<file path="src/rtl/bta_pkg.sv">
`timescale 1ns / 1ps
// Shared types and codes for the block table first-fit allocator.
// No dependencies; every other file of the block imports this package.
package bta_pkg;

	// Operation codes carried in the request.
	localparam logic FUNC_ALLOC = 1'b0;
	localparam logic FUNC_FREE  = 1'b1;

	// Result status codes.
	localparam logic [1:0] ST_OK    = 2'd0;
	localparam logic [1:0] ST_NOFIT = 2'd1;
	localparam logic [1:0] ST_RANGE = 2'd2;

	typedef struct packed {
		logic        func;
		logic [31:0] size_bytes;
		logic [31:0] free_address;
	} req_t;

	typedef struct packed {
		logic [31:0] alloc_address;
		logic [1:0]  status;
	} rsp_t;

	// One table entry. A block is free when its taken flag is clear.
	typedef struct packed {
		logic has_next;
		logic first;
		logic taken;
	} flags_t;

endpackage

</file>
<file path="src/rtl/block_table_first_fit_allocator.sv">
`timescale 1ns / 1ps
// Allocate scans the table up to the first fit, at most NUM_BLOCKS blocks, then marks the run.
// Free steps block by block to the block holding the address, then releases its run.
// Zero-size and out-of-heap requests are answered from idle; results are registered and appear the cycle after.
// Reset clears the table in a pass over all NUM_BLOCKS entries with busy high.
// Results cannot be stalled; done pulses for one cycle per request.
module block_table_first_fit_allocator #(
	parameter int NUM_BLOCKS  = 256,
	parameter int BLOCK_BYTES = 4096
) (
	input  logic           clk,
	input  logic           arst_n,
	input  logic           start,
	output logic           busy,
	input  bta_pkg::req_t  req,
	output logic           done,
	output bta_pkg::rsp_t  rsp,
	input  logic           cfg_valid,
	output logic           cfg_ready,
	input  logic [31:0]    cfg_data
);
	import bta_pkg::*;

	localparam int IDX_W = (NUM_BLOCKS > 1) ? $clog2(NUM_BLOCKS) : 1;

	logic [31:0]      heap_base_q;
	logic             fin;
	rsp_t             res;
	logic             done_q;
	rsp_t             rsp_q;
	logic             mem_we;
	logic [IDX_W-1:0] mem_waddr, mem_raddr;
	flags_t           mem_wdata, mem_rdata;

	// The base may only change while no request is being worked on.
	assign cfg_ready = !busy;

	always_ff @(posedge clk or negedge arst_n) begin
		if (!arst_n) begin
			heap_base_q <= '0;
			done_q      <= 1'b0;
		end else begin
			if (cfg_valid && cfg_ready) begin
				heap_base_q <= cfg_data;
			end
			done_q <= fin;
		end
	end

	always_ff @(posedge clk) begin
		if (fin) begin
			rsp_q <= res;
		end
	end

	assign done = done_q;
	assign rsp  = rsp_q;

	bta_ctrl #(
		.NUM_BLOCKS  (NUM_BLOCKS),
		.BLOCK_BYTES (BLOCK_BYTES),
		.IDX_W       (IDX_W)
	) u_ctrl (
		.clk       (clk),
		.arst_n    (arst_n),
		.start     (start),
		.req       (req),
		.heap_base (heap_base_q),
		.busy      (busy),
		.fin       (fin),
		.res       (res),
		.mem_we    (mem_we),
		.mem_waddr (mem_waddr),
		.mem_wdata (mem_wdata),
		.mem_raddr (mem_raddr),
		.mem_rdata (mem_rdata)
	);

	bta_table #(
		.DEPTH  (NUM_BLOCKS),
		.ADDR_W (IDX_W)
	) u_table (
		.clk   (clk),
		.we    (mem_we),
		.waddr (mem_waddr),
		.wdata (mem_wdata),
		.raddr (mem_raddr),
		.rdata (mem_rdata)
	);

endmodule

</file>
<file path="src/rtl/bta_table.sv">
`timescale 1ns / 1ps
// Block flag table: single write port, single registered read port.
// Depends on bta_pkg for the entry type.
module bta_table #(
	parameter int DEPTH  = 256,
	parameter int ADDR_W = 8
) (
	input  logic               clk,
	input  logic               we,
	input  logic [ADDR_W-1:0]  waddr,
	input  bta_pkg::flags_t    wdata,
	input  logic [ADDR_W-1:0]  raddr,
	output bta_pkg::flags_t    rdata
);
	import bta_pkg::*;

	flags_t mem [DEPTH];
	flags_t rdata_q;

	always_ff @(posedge clk) begin
		if (we) begin
			mem[waddr] <= wdata;
		end
		rdata_q <= mem[raddr];
	end

	assign rdata = rdata_q;

endmodule

</file>
<file path="src/rtl/bta_ctrl.sv">
`timescale 1ns / 1ps
// Sequencer for the allocator: clearing pass, first-fit scan, run marking,
// address-to-block stepping and run release. Depends on bta_pkg and drives bta_table.
module bta_ctrl #(
	parameter int NUM_BLOCKS  = 256,
	parameter int BLOCK_BYTES = 4096,
	parameter int IDX_W       = 8
) (
	input  logic               clk,
	input  logic               arst_n,
	input  logic               start,
	input  bta_pkg::req_t      req,
	input  logic [31:0]        heap_base,
	output logic               busy,
	output logic               fin,
	output bta_pkg::rsp_t      res,
	output logic               mem_we,
	output logic [IDX_W-1:0]   mem_waddr,
	output bta_pkg::flags_t    mem_wdata,
	output logic [IDX_W-1:0]   mem_raddr,
	input  bta_pkg::flags_t    mem_rdata
);
	import bta_pkg::*;

	localparam longint unsigned HEAP_BYTES = 64'(NUM_BLOCKS) * 64'(BLOCK_BYTES);
	localparam int HB_W  = $clog2(HEAP_BYTES + 64'd1);
	localparam int OFF_W = (HB_W > 32) ? HB_W : 32;
	localparam logic [OFF_W-1:0] HEAP_LIM = OFF_W'(HEAP_BYTES);
	localparam logic [OFF_W-1:0] BLK_INC  = OFF_W'(BLOCK_BYTES);
	localparam logic [IDX_W-1:0] LAST_IDX = IDX_W'(NUM_BLOCKS - 1);

	typedef enum logic [5:0] {
		S_CLEAR = 6'b000001,
		S_IDLE  = 6'b000010,
		S_SCAN  = 6'b000100,
		S_MARK  = 6'b001000,
		S_DIV   = 6'b010000,
		S_WALK  = 6'b100000
	} state_t;

	state_t             state_q, state_d;
	logic [IDX_W-1:0]   idx_q, idx_d;
	logic [IDX_W-1:0]   first_q, end_q;
	logic [OFF_W-1:0]   off_q, off_d;
	logic [OFF_W-1:0]   run_q, run_d;
	logic [OFF_W-1:0]   first_off_q;
	logic [31:0]        target_q;

	logic [OFF_W-1:0]   off_inc, run_inc, target_ext;
	logic [IDX_W-1:0]   idx_inc;
	logic               last;
	logic [32:0]        diff;
	logic               free_bad;
	logic               take_first, fit_now, accept;

	assign off_inc    = off_q + BLK_INC;
	assign run_inc    = run_q + BLK_INC;
	assign target_ext = OFF_W'(target_q);
	assign idx_inc    = idx_q + IDX_W'(1);
	assign last       = (idx_q == LAST_IDX);

	// A free address below the base borrows out of the 33-bit difference.
	assign diff     = {1'b0, req.free_address} - {1'b0, heap_base};
	assign free_bad = diff[32] || (OFF_W'(diff[31:0]) >= HEAP_LIM);

	assign busy       = (state_q != S_IDLE);
	assign accept     = (state_q == S_IDLE) && start;
	assign take_first = (run_q == '0);
	// The run fits once its byte length covers the request, which is the
	// rounded-up block count reached exactly.
	assign fit_now    = !mem_rdata.taken && (run_inc >= target_ext);

	always_comb begin
		state_d           = state_q;
		idx_d             = idx_q;
		off_d             = off_q;
		run_d             = run_q;
		fin               = 1'b0;
		res.alloc_address = '0;
		res.status        = ST_OK;
		mem_we            = 1'b0;
		mem_waddr         = idx_q;
		mem_wdata         = '0;
		mem_raddr         = '0;
		case (state_q)
			S_CLEAR: begin
				mem_we = 1'b1;
				idx_d  = idx_inc;
				if (last) begin
					state_d = S_IDLE;
				end
			end
			S_IDLE: begin
				idx_d = '0;
				off_d = '0;
				run_d = '0;
				if (start) begin
					if (req.func == FUNC_ALLOC) begin
						if (req.size_bytes == '0) begin
							fin        = 1'b1;
							res.status = ST_NOFIT;
						end else begin
							state_d = S_SCAN;
						end
					end else begin
						if (free_bad) begin
							fin        = 1'b1;
							res.status = ST_RANGE;
						end else begin
							state_d = S_DIV;
						end
					end
				end
			end
			S_SCAN: begin
				mem_raddr = idx_inc;
				idx_d     = idx_inc;
				off_d     = off_inc;
				run_d     = mem_rdata.taken ? '0 : run_inc;
				if (fit_now) begin
					state_d = S_MARK;
					idx_d   = take_first ? idx_q : first_q;
				end else if (last) begin
					fin        = 1'b1;
					res.status = ST_NOFIT;
					state_d    = S_IDLE;
				end
			end
			S_MARK: begin
				mem_we             = 1'b1;
				mem_wdata.taken    = 1'b1;
				mem_wdata.first    = (idx_q == first_q);
				mem_wdata.has_next = (idx_q != end_q);
				idx_d              = idx_inc;
				if (idx_q == end_q) begin
					fin               = 1'b1;
					res.alloc_address = heap_base + first_off_q[31:0];
					state_d           = S_IDLE;
				end
			end
			S_DIV: begin
				// Step block by block until the next block would pass the offset.
				mem_raddr = idx_q;
				if (off_inc <= target_ext) begin
					off_d = off_inc;
					idx_d = idx_inc;
				end else begin
					state_d = S_WALK;
				end
			end
			S_WALK: begin
				mem_we    = 1'b1;
				mem_raddr = idx_inc;
				if (mem_rdata.has_next && !last) begin
					idx_d = idx_inc;
				end else begin
					fin     = 1'b1;
					state_d = S_IDLE;
				end
			end
			default: begin
				state_d = S_IDLE;
			end
		endcase
	end

	always_ff @(posedge clk or negedge arst_n) begin
		if (!arst_n) begin
			state_q <= S_CLEAR;
			idx_q   <= '0;
		end else begin
			state_q <= state_d;
			idx_q   <= idx_d;
		end
	end

	always_ff @(posedge clk) begin
		off_q <= off_d;
		run_q <= run_d;
		if (accept) begin
			target_q <= (req.func == FUNC_ALLOC) ? req.size_bytes : diff[31:0];
		end
		if (state_q == S_SCAN) begin
			if (!mem_rdata.taken && take_first) begin
				first_q     <= idx_q;
				first_off_q <= off_q;
			end
			if (fit_now) begin
				end_q <= idx_q;
			end
		end
	end

endmodule

</file>
<file path="config.mk">
export PLATFORM = sky130hd
export DESIGN_NAME = block_table_first_fit_allocator
export DESIGN_NICKNAME = d
export VERILOG_FILES = /design/src/rtl/bta_pkg.sv /design/src/rtl/block_table_first_fit_allocator.sv /design/src/rtl/bta_table.sv /design/src/rtl/bta_ctrl.sv
export SDC_FILE = /design/constraint.sdc
export NUM_CORES = 1
export LEC_CHECK = 0
export BUFFER_PORTS_ARGS = -buffer_cell sky130_fd_sc_hd__buf_4
export CORE_MARGIN = 1.5
export CORE_UTILIZATION = 46
export CTS_CLUSTER_SIZE = 14
export DETAILED_ROUTE_END_ITERATION = 8
export SLEW_MARGIN = 30
export SYNTH_ARGS = -nofsm -noshare
export SYNTH_HDL_FRONTEND = slang
export SYNTH_SLANG_ARGS = --single-unit
export TNS_END_PERCENT = 1
</file>
<file path="constraint.sdc">
create_clock -name clk -period 15.1 [get_ports clk]
set_clock_uncertainty 0.05 [all_clocks]
set_input_delay 3.02 -clock clk [delete_from_list [all_inputs] [get_ports clk]]
set_output_delay 3.02 -clock clk [all_outputs]
set_load 0.05 [all_outputs]
</file>
# Yosys cells after proc, flatten, opt, wreduce, memory -nomap -nowiden
# Memory sizes are Yosys's and may differ from the RTL's. A register that Yosys moved wholly into a read port is not among the register bits.
# Cells that the tools add are included.
# Widths: inputs -> output; s select.
dict set report word_totals {
  memories 1
  word_cells 105
  ff_bits 225
  output_inout_bits 37
  ramBits 768
  rom_bits 0
  in_bits 101
  latchBits 0
}
# name words width read_ports rd_ports_with_merged_regs write_ports line_no
set mem_list {}
lappend mem_list {u_table.mem 256 3 1 1 1 bta_table.sv:17} ;# flags_t mem [DEPTH];
dict set report classes {
  n_addsub 5
  n_mul 0
  n_reduce_logical 23
  eq_ne 20
  div_mod_pow 0
  n_mux 41
  bitwise_logic 0
  order_cmp 3
  n_shift 0
}
# cell count
set op_table {}
lappend op_table {{$mux 32} 3}
lappend op_table {{$pmux 32 s3} 1}
lappend op_table {{$add 32x13->32 const B} 2}
lappend op_table {{$logic_not 32->1} 2}
lappend op_table {{$pmux 32 s2} 1}
lappend op_table {{$mux 6} 9}
lappend op_table {{$pmux 8 s5} 1}
lappend op_table {{$pmux 6 s6} 1}
lappend op_table {{$sub 32x32->33} 1}
lappend op_table {{$add 32x32->32} 1}
lappend op_table {{$ge 32x21->1 const B} 1}
lappend op_table {{$ge 32x32->1} 1}
lappend op_table {{$le 32x32->1} 1}
lappend op_table {{$mux 8} 4}
lappend op_table {{$eq 8x8->1} 2}
lappend op_table {{$pmux 8 s2} 1}
lappend op_table {{$mux 1} 13}
lappend op_table {{$ne 3x3->1 const B} 3}
lappend op_table {{$add 8x1->8 const B} 1}
lappend op_table {{$eq 8x8->1 const B} 1}
lappend op_table {{$mux 2} 4}
lappend op_table {{$ne 8x8->1} 1}
lappend op_table {{$reduce_and 2->1} 4}
lappend op_table {{$eq 6x1->1 const B} 1}
lappend op_table {{other kinds (21)} 32}

# Longest topological paths before layout
# Gate-level depths: netlist (run 1).
dict set report depth {
  depth_word 7
  ltp_mapped 19
  ltp_nobuf 18
}

# Cells and area by module
# From an unflattened synthesis (run 1), not the netlist that was laid out.
dict set report hier_totals {
  hier_cells 2853
  area_unflattened_um2 43215.2
}
# module n_inst seq_area_each_um2 area_per_inst_um2 cells_per_inst
set modules_own_cells {}
lappend modules_own_cells {bta_table 1 23122.2 31038.5 1713}
lappend modules_own_cells {bta_ctrl 1 3594.7 9775.6 1035}
lappend modules_own_cells {block_table_first_fit_allocator 1 1846.8 2401.1 105}

# Worst setup path after synthesis (run 1)
# OpenSTA, ideal clock, no wires.
dict set report synth_timing {
  kind {register to register}
  startpoint {reg u_ctrl.state_q[2]}
  endpoint {mem u_table.mem[0][2] (netlist name), data pin}
  t_required_ps 14288
  path_buffers 2
  setup_time_ps 762
  t_arrival_ps 8187
  setup_slack_ps 6101
  period_less_slack_ps 8999
  stages_incl_launch_ff 7
  cell_sequence {dfrtp_1 buf_2 nor3_1 and3_1 clkbuf_1 nand2_1 inv_1}
}
# item line_no
set synth_lines {}
lappend synth_lines {{from (decl)} bta_ctrl.sv:41} ;# state_t state_q, state_d;
lappend synth_lines {{from (signal assigned)} bta_ctrl.sv:172} ;# state_q <= state_d;
lappend synth_lines {{to (decl)} bta_table.sv:17}

# Worst setup path after layout (run 1)
dict set report layout_timing {
  startpoint {in req[9] (netlist name)}
  endpoint {reg rsp_q, in the netlist rsp[9], enable pin}
}
dict set report layout_between {
  elab_chain_cells 7
}
# item line_no
set layout_lines {}
lappend layout_lines {{from (decl)} block_table_first_fit_allocator.sv:15} ;# input bta_pkg::req_t req,
lappend layout_lines {{$sub 32x32->33 (*)} bta_ctrl.sv:63} ;# assign diff = {1'b0, req.free_address} - {1'b0, heap_base};
lappend layout_lines {{$ge 32x21->1} bta_ctrl.sv:64} ;# assign free_bad = diff[32] || (OFF_W'(diff[31:0]) >= HEAP_LIM);
lappend layout_lines {{$logic_or 1x1->1 (*)} bta_ctrl.sv:64}
lappend layout_lines {{$mux 1 (*)} bta_ctrl.sv:106} ;# if (free_bad) begin
lappend layout_lines {{$mux 1 (*)} bta_ctrl.sv:98} ;# if (req.func == FUNC_ALLOC) begin
lappend layout_lines {{$mux 1 (*)} bta_ctrl.sv:97} ;# if (start) begin
lappend layout_lines {{$pmux 1 s4 (*)} bta_ctrl.sv:85} ;# case (state_q)
lappend layout_lines {{named net fin} block_table_first_fit_allocator.sv:27} ;# logic fin;
lappend layout_lines {{to (signal assigned)} block_table_first_fit_allocator.sv:52} ;# rsp_q <= res;
lappend layout_lines {{to (decl)} block_table_first_fit_allocator.sv:30} ;# rsp_t rsp_q;
# Mark *: on every way through the listed nets, which the timed path passes. The rest lies on a longest branch.
# A chain may end at the register's enable or synchronous reset.

==> results.tsv, run 1 <==
stage	metric	value	unit
clocking	cts_post_setup_buffers_inserted	0	
sta	timing.hold.ws	0.436	ns
floorplanning	io_pins	138	
logic_synthesis	post_synthesis_instance_area	33500	um2
sta	worstMarginPinSlew	1.01	ns
logic_synthesis	synth-edff-count	654	
clocking	hold_buffers	0	
logic_synthesis	synth.net_count	3087	
place	dpl_cell_area	35400	um2
drt	drt.antenna.violating_nets	0	
drt	total_wire_length	93900	um
clocking	post_cts_resize_count	0	
sta	final_critical_path_setup_slack	8.33	ns
setup_path	ff2ff_path_depth	12	
setup_path	worstPathRequired	15.39	ns
sta	final_max_slew_viol_count	0	
cells_and_area	filler_cell_count	6272	
sta	grt_setup_unrepaired	no	
global_route	grt.total_usage	25.2	%
clocking	clkLatencyLatePin	0.62	ns
cells_and_area	design.final.nets	3179	
sta	max-slew-margin-rel	32.4	%
setup_path	r2r-end	u_table.rdata[0]	
run	maxCapViolCount	0	
clocking	clock_sink_count	703	
floorplanning	num_rows	98	
hold_path	hold_start	u_ctrl.off_q[31]	
run_status	run_status	complete, no violations	
place	routability_cong	0.947	
global_route	grt_pass1_wl	142000	um
place	estimated_wirelength_of_the_detail_placed_design	59600	um
clocking	tritoncts	yes	
sta	min_period_over_period	44.8	%
logic_synthesis	ys.flop_type	edfxtp_1	
sta	final-hold-violation-count	0	
floorplanning	die_area	74400	um2
setup_path	worstSetupStartpointType	input port	
power	vdd_ir_drop_max	0.0000900	V
setup_path	criticalPathCategory	input port to flip-flop	
global_route	grt_max_degree	155	
cells_and_area	layoutNonFillerInstCount	3984	
setup_path	critical_path_arrival	7.06	ns
global_route	global_route.overflow_total	0	
hold_path	holdPathStages	0	
clocking	cts-root-buf	clkbuf_16	
logic_synthesis	syn_area_per_cell	11.6	um2
logic_synthesis	synthArstFlopShare	6.69	%
cells_and_area	final_cell_mix	654 x edfxtp_1, 411 x nand2_1, 360 x nor2_1	
drt	drt-initial-drc-count	2217	
cells_and_area	final_layout_size_suffix_gt1_share	12.4	%
place	dp_slack	7.94	ns
drt	post_drt_via_cell_ratio	5.95	
clocking	cts-root-to-sink-buffers	3	
cells_and_area	finish.instance_area	37800	um2
cells_and_area	mostFrequentLayoutCell	edfxtp_1	
setup_path	cp_common_cell	buf_4	
setup_path	timing.critical_path.slowest_stage_cell	a211oi_1	
floorplanning	coreArea	71700	um2
floorplanning	die_h	273	um
setup_path	worst_setup_path_end_kind	flip-flop	
clocking	cts_buffers	78	
drt	avgRoutedWirePerCell	23.6	um
global_route	antenna_found_initial	2	
clocking	clk_pin_slew_worst_paths	0.05	ns
place	place_inst	3848	
clocking	ctsHtreeMaxLevel	3	
floorplanning	start_util	46.7	%
logic_synthesis	seq_area_frac_synth	62.3	%
setup_path	path_max_fanout	20	
sta	setup_violators_final	0	
hold_path	min_path_type	flip-flop to flip-flop	
setup_path	worstPathCellList	buf_4 > ha_1 > a21oi_1 > o21ai_0 > a211oi_1 > nand2_1 > a221oi_1 > xor2_1 > nand4_1 > nor4_1 > and4_1 > o211ai_1 > buf_4	
power	power-per-cell-area	161	nW/um2
logic_synthesis	synth_cell_type_count	71	
sta	totalNegativeSetupSlack	0	ns
setup_path	r2r_start	u_ctrl.state_q[1]	
power	cellLeakagePower	14.2	nW
setup_path	critPathMaxStageDelay	0.72	ns
drt	drt_pre_antenna_iters	6	
global_route	number_of_global_route_vias_before_repair	23400	
cells_and_area	synthToLayoutAreaGrowth	13.0	%
cells_and_area	final_antenna_diode_count	0	
logic_synthesis	synth_cells	2886	
floorplanning	die_w	273	um
logic_synthesis	ys.warnings.count	0	
setup_path	ff2ff_setup_slack	9.25	ns
place	numPortBuffers	137	
logic_synthesis	synth.ff_latch_count	703	
hold_path	whs_endpoint	u_ctrl.first_off_q[31]	
drt	vias	23700	
sta	min_period	6.77	ns
sta	maxClockFrequency	148	MHz
drt	remaining_design_rule_violation_count	0	
[synthesized netlist by cell type, types with 4 or more instances]
library cell | n | area share, %
edfxtp_1 | 654 | 59
buf_2 | 43 | 0.64
a22oi_1 | 31 | 0.70
nand2_1 | 412 | 4.6
a31oi_1 | 21 | 0.39
a22o_1 | 10 | 0.26
o21ai_0 | 73 | 1.1
inv_1 | 77 | 0.86
a21boi_0 | 22 | 0.49
nor3_1 | 26 | 0.39
buf_1 | 16 | 0.18
xor2_1 | 45 | 1.2
a21o_1 | 28 | 0.63
nand3_1 | 77 | 1.2
o21a_1 | 14 | 0.31
or3_1 | 8 | 0.15
a32oi_1 | 78 | 2.0
a221oi_1 | 24 | 0.63
dfrtp_1 | 46 | 3.4
ha_1 | 98 | 3.7
mux2_2 | 51 | 1.7
nor4_1 | 26 | 0.49
o21bai_1 | 4 | 0.090
o2111ai_1 | 5 | 0.13
nand4_1 | 30 | 0.56
xnor2_1 | 43 | 1.1
o31ai_1 | 13 | 0.29
buf_6 | 5 | 0.17
a311oi_1 | 6 | 0.16
nand2b_1 | 11 | 0.21
a211o_1 | 5 | 0.13
and2_1 | 9 | 0.17
a211oi_1 | 14 | 0.31
mux2i_1 | 38 | 1.1
a21oi_1 | 211 | 3.2
and3_1 | 37 | 0.69
and4_1 | 8 | 0.21
clkbuf_1 | 101 | 1.1
nor2b_1 | 43 | 0.80
o211ai_1 | 9 | 0.20
nor2_1 | 365 | 4.1
[flip-flops by register name, summed over array words and instances, names as in the netlist]
name / flops
u_table.mem: 512
done: 1
u_ctrl.state_q: 6
u_table.rdata: 2
u_ctrl.first_q: 8
heap_base_q: 32
u_ctrl.first_off_q: 20
rsp: 34
u_ctrl.end_q: 8
u_ctrl.mem_waddr: 8
u_ctrl.run_q: 20
u_ctrl.off_q: 20
u_ctrl.target_ext: 32
[cells by family (layout without fill, tap and decap cells)]
family	count (synthesis)	in the layout	synth area share, %
compound gates	590	590	11.6
xor+xnor	89	89	2.35
fa+ha+maj	100	100	3.78
buf+inv	245	393	3.05
flops	703	703	62.3
mux	89	89	2.85
simple gates	1070	1070	14.1
[worst max path at each step]
stage | start | endpoint | slack (ns) | depth (start not counted)
global route | req[14] | rsp[9] | 8.15 | 13
detailed placement | req[9] | rsp[9] | 7.94 | 13
global placement | req[9] | rsp[5] | 8.04 | 13
finish | req[9] | rsp[9] | 8.33 | 13
CTS | req[9] | rsp[9] | 8.58 | 13
floorplan | u_ctrl.state_q[2] | u_table.mem[0][2] | 6.10 | 6
[critical path: cells and delay by family]
family,cells,cell delay [ns]
xor gates and xnor gates,1,0.23
AOI/OAI and AO/OA,5,1.68
adders and majority gates,1,0.39
buffers and inverters,2,0.37
and+or+nand+nor,4,1.34
[per-layer routing]
metal / wire length [um] / up-vias / GRT usage (%)
met5: 0 / - / 0
met1: 39400 / 11700 / 34.2
li1: - / 10900 / -
met4: 2910 / 0 / 8.57
met3: 6890 / 183 / 4.08
met2: 44700 / 935 / 41.0
[through the flow]
stage	power, W	utilization, %
floorplan	0.00377	-
global placement	0.00427	49.4
detailed placement	0.00430	49.4
CTS	0.00612	52.7
global route	0.00640	52.7
finish	0.00611	52.7
[layout make-up]
cell class | instances | area, um2 | share of cell area (%)
clock buffers | 92 | 2030 | 5.35
clock inverters | 44 | 384 | 1.02
inverters | 77 | 297 | 0.784
flip-flops and latches | 703 | 20900 | 55.1
repair buffers | 180 | 1380 | 3.63
multi-input cells | 1938 | 11700 | 30.9
well taps | 950 | 1190 | 3.14
[where the power goes]
part           total, W  switching, W  internal (W)
combinational   0.00181       0.00114      0.000668
sequential      0.00249      0.000155       0.00233
clock           0.00181      0.000782       0.00103
total           0.00611       0.00207       0.00403
Note: power is estimated with default switching activity, not from simulation.
==> inputs of run 2 (changes only) <==
Clock period 15.1 ns to 5.6 ns, I/O delays scaled along.
==> results.tsv, run 2 (same netlist as run 1, synthesis figures left out) <==
stage	metric	value	unit	change
global_route	global_route.overflow_total	0		unchanged
power	internal_power	0.0111	W	+170%
setup_path	worstSetupStartpointType	flip-flop		
drt	met2_wirelength	44200	um	-1.1%
global_route	antenna_found_initial	0		-2
cells_and_area	mostFrequentLayoutCell	edfxtp_1		
cells_and_area	final_antenna_diode_count	0		unchanged
clocking	cts-root-to-sink-buffers	3		unchanged
power	netSwitchingFraction	33.6	%	-0.32 points
power	share_comb_of_total_power	29.4	%	-0.2 points
floorplanning	io_pins	138		unchanged
setup_path	critPathBufInv	1		-1
drt	post_drt_via_cell_ratio	5.95		about the same
place	estimated_wirelength_of_the_detail_placed_design	60400	um	+1.4%
sta	grt_setup_unrepaired	no		
setup_path	path_max_fanout	35		+75%
setup_path	ff2ff_path_depth	18		+6
place	dp_slack	0.283	ns	-7.66 ns
clocking	clock_sink_count	703		unchanged
power	vdd_ir_drop_max	0.000292	V	+220%
drt	avgRoutedWirePerCell	23.5	um	-0.47%
clocking	clkLatencyLatePin	0.65	ns	+0.03 ns
sta	worstMarginPinSlew	0.996	ns	-0.0180 ns
floorplanning	num_rows	98		unchanged
clocking	cts-root-buf	clkbuf_16		
setup_path	critical_path_arrival	4.98	ns	-2.08 ns
hold_path	holdPathStages	0		unchanged
setup_path	critPathMaxStageDelay	0.52	ns	-0.20 ns
sta	min_period_over_period	85.4	%	
setup_path	worstPathRequired	5.80	ns	-9.59 ns
clocking	ctsHtreeMaxLevel	3		unchanged
global_route	grt.total_usage	25.1	%	about the same
power	p_seq_share	40.1	%	-0.6 points
power	clock_power_share	30.5	%	+0.8 points
sta	timing.hold.ws	0.424	ns	-0.0119 ns
clocking	clk_pin_slew_worst_paths	0.07	ns	+0.02 ns
sta	maxClockFrequency	209	MHz	
setup_path	worst_setup_path_end_kind	flip-flop		
sta	totalNegativeSetupSlack	0	ns	unchanged
floorplanning	die_h	273	um	unchanged
floorplanning	coreArea	71700	um2	unchanged
drt	met3RoutedLength	6920	um	+0.42%
setup_path	path_delay_family	compound AO/OA/AOI/OAI gates		
run	maxCapViolCount	0		unchanged
global_route	grt_max_degree	108		-30%
drt	drt_pre_antenna_iters	6		unchanged
sta	final_max_slew_viol_count	0		unchanged
place	place_inst	3858		+0.26%
place	routability_cong	0.909		-4.0%
run_status	run_status	complete, no violations		
cells_and_area	regMostFlops	u_table.mem		
cells_and_area	largest_register_ff_count	512		unchanged
drt	highest-signal-layer	met4		
sta	final-hold-violation-count	0		unchanged
drt	vias	23800		+0.38%
drt	remaining_design_rule_violation_count	0		unchanged
clocking	cts_buffers	77		-1.3%
floorplanning	die_w	273	um	unchanged
cells_and_area	synthToLayoutAreaGrowth	14.0	%	
clocking	hold_buffers	0		unchanged
power	cellLeakagePower	14.3	nW	+1.0%
setup_path	timing.critical_path.slowest_stage_cell	nor3_1		
drt	drt.antenna.violating_nets	0		unchanged
sta	max-slew-margin-rel	33.6	%	+1.2 points
power	power-per-cell-area	438	nW/um2	+170%
drt	drt-initial-drc-count	2383		+7.5%
global_route	number_of_global_route_vias_before_repair	23400		unchanged
setup_path	worstPathCellList	nand3_1 > nor2_1 > nand2_1 > nor2_1 > nand2_1 > nor2_1 > xor2_1 > ha_1 > a21o_1 > a21o_1 > a211o_1 > a21oi_1 > o21ai_0 > nor3_1 > o21a_1 > a22oi_1 > o211ai_1 > buf_4		
drt	total_wire_length	93800	um	about the same
power	power.net_switching	0.00562	W	+170%
setup_path	criticalPathCategory	flip-flop to flip-flop		
clocking	post_cts_resize_count	0		unchanged
place	numPortBuffers	137		unchanged
clocking	tritoncts	yes		
cells_and_area	design.final.nets	3189		+0.31%
drt	routedLengthMet1	40000	um	+1.5%
cells_and_area	final_cell_mix	654 x edfxtp_1, 410 x nand2_1, 361 x nor2_1		
sta	min_period	4.78	ns	
cells_and_area	final_layout_size_suffix_gt1_share	12.8	%	+0.43 points
hold_path	min_path_type	flip-flop to flip-flop		
global_route	grt_pass1_wl	142000	um	about the same
floorplanning	die_area	74400	um2	unchanged
setup_path	cp_common_cell	nor2_1		
sta	final_critical_path_setup_slack	0.815	ns	-7.51 ns
clocking	cts_post_setup_buffers_inserted	0		unchanged
floorplanning	start_util	46.7	%	unchanged
cells_and_area	layoutNonFillerInstCount	4000		+0.40%
sta	setup_violators_final	0		unchanged
setup_path	critical_path_cell_count	18		+5
[run 2: per-layer routing]
layer	up-vias	global-route usage [%]
li1	10900	-
met1	11800	34.5
met2	940	40.7
met3	166	4.04
met4	0	8.52
met5	-	0
[run 2: path summary, 6_finish.rpt]
check,startpoint,slack (ns),to
max,u_ctrl.run_q[14],0.82,rsp[28]
min,u_ctrl.off_q[18],0.42,u_ctrl.first_off_q[18]
max reg2reg,u_ctrl.run_q[14],0.82,rsp[28]
min reg2reg,u_ctrl.off_q[18],0.42,u_ctrl.first_off_q[18]
max in group asynchronous,arst_n,4.47,heap_base_q[31]
min in group asynchronous,arst_n,0.51,heap_base_q[3]
[run 2: worst reg2reg max path: stages (launching register included)]
cell and delay (ns):
edfxtp_1 0.46, nand3_1 0.13, nor2_1 0.17, nand2_1 0.07, nor2_1 0.26, nand2_1 0.13, nor2_1 0.14, xor2_1 0.20
ha_1 0.27, a21o_1 0.19, a21o_1 0.17, a211o_1 0.28, a21oi_1 0.12, o21ai_0 0.15, nor3_1 0.52, o21a_1 0.30
a22oi_1 0.15, o211ai_1 0.14, buf_4 0.49
[run 2: area by class of cell]
class | count | area [um2]
fillers | 6195 | 33600
flip-flops and latches | 703 | 20900
multi-input cells | 1938 | 11700
clock buffers | 100 | 2060
repair buffers | 191 | 1550
well taps | 950 | 1190
clock inverters | 41 | 494
inverters | 77 | 293
[run 2: metrics by stage]
stage | utilization (%) | total power, W | cell area [um2]
finish | 53.2 | 0.0167 | 38200
global route | 53.2 | 0.0175 | 38200
CTS | 53.2 | 0.0167 | 38100
detailed placement | 49.6 | 0.0116 | 35600
global placement | 49.6 | 0.0116 | 35600
floorplan | - | 0.0102 | 33500
[run 2: power by group through the flow]
stage	clock [W]	combinational, W	sequential (W)
3_3_place_gp	0	0.00478	0.00679
3_5_place_dp	0	0.00484	0.00680
2_1_floorplan	0	0.00344	0.00672
6_report	0.00509	0.00492	0.00669
4_1_cts	0.00518	0.00488	0.00669
5_1_grt	0.00538	0.00542	0.00674
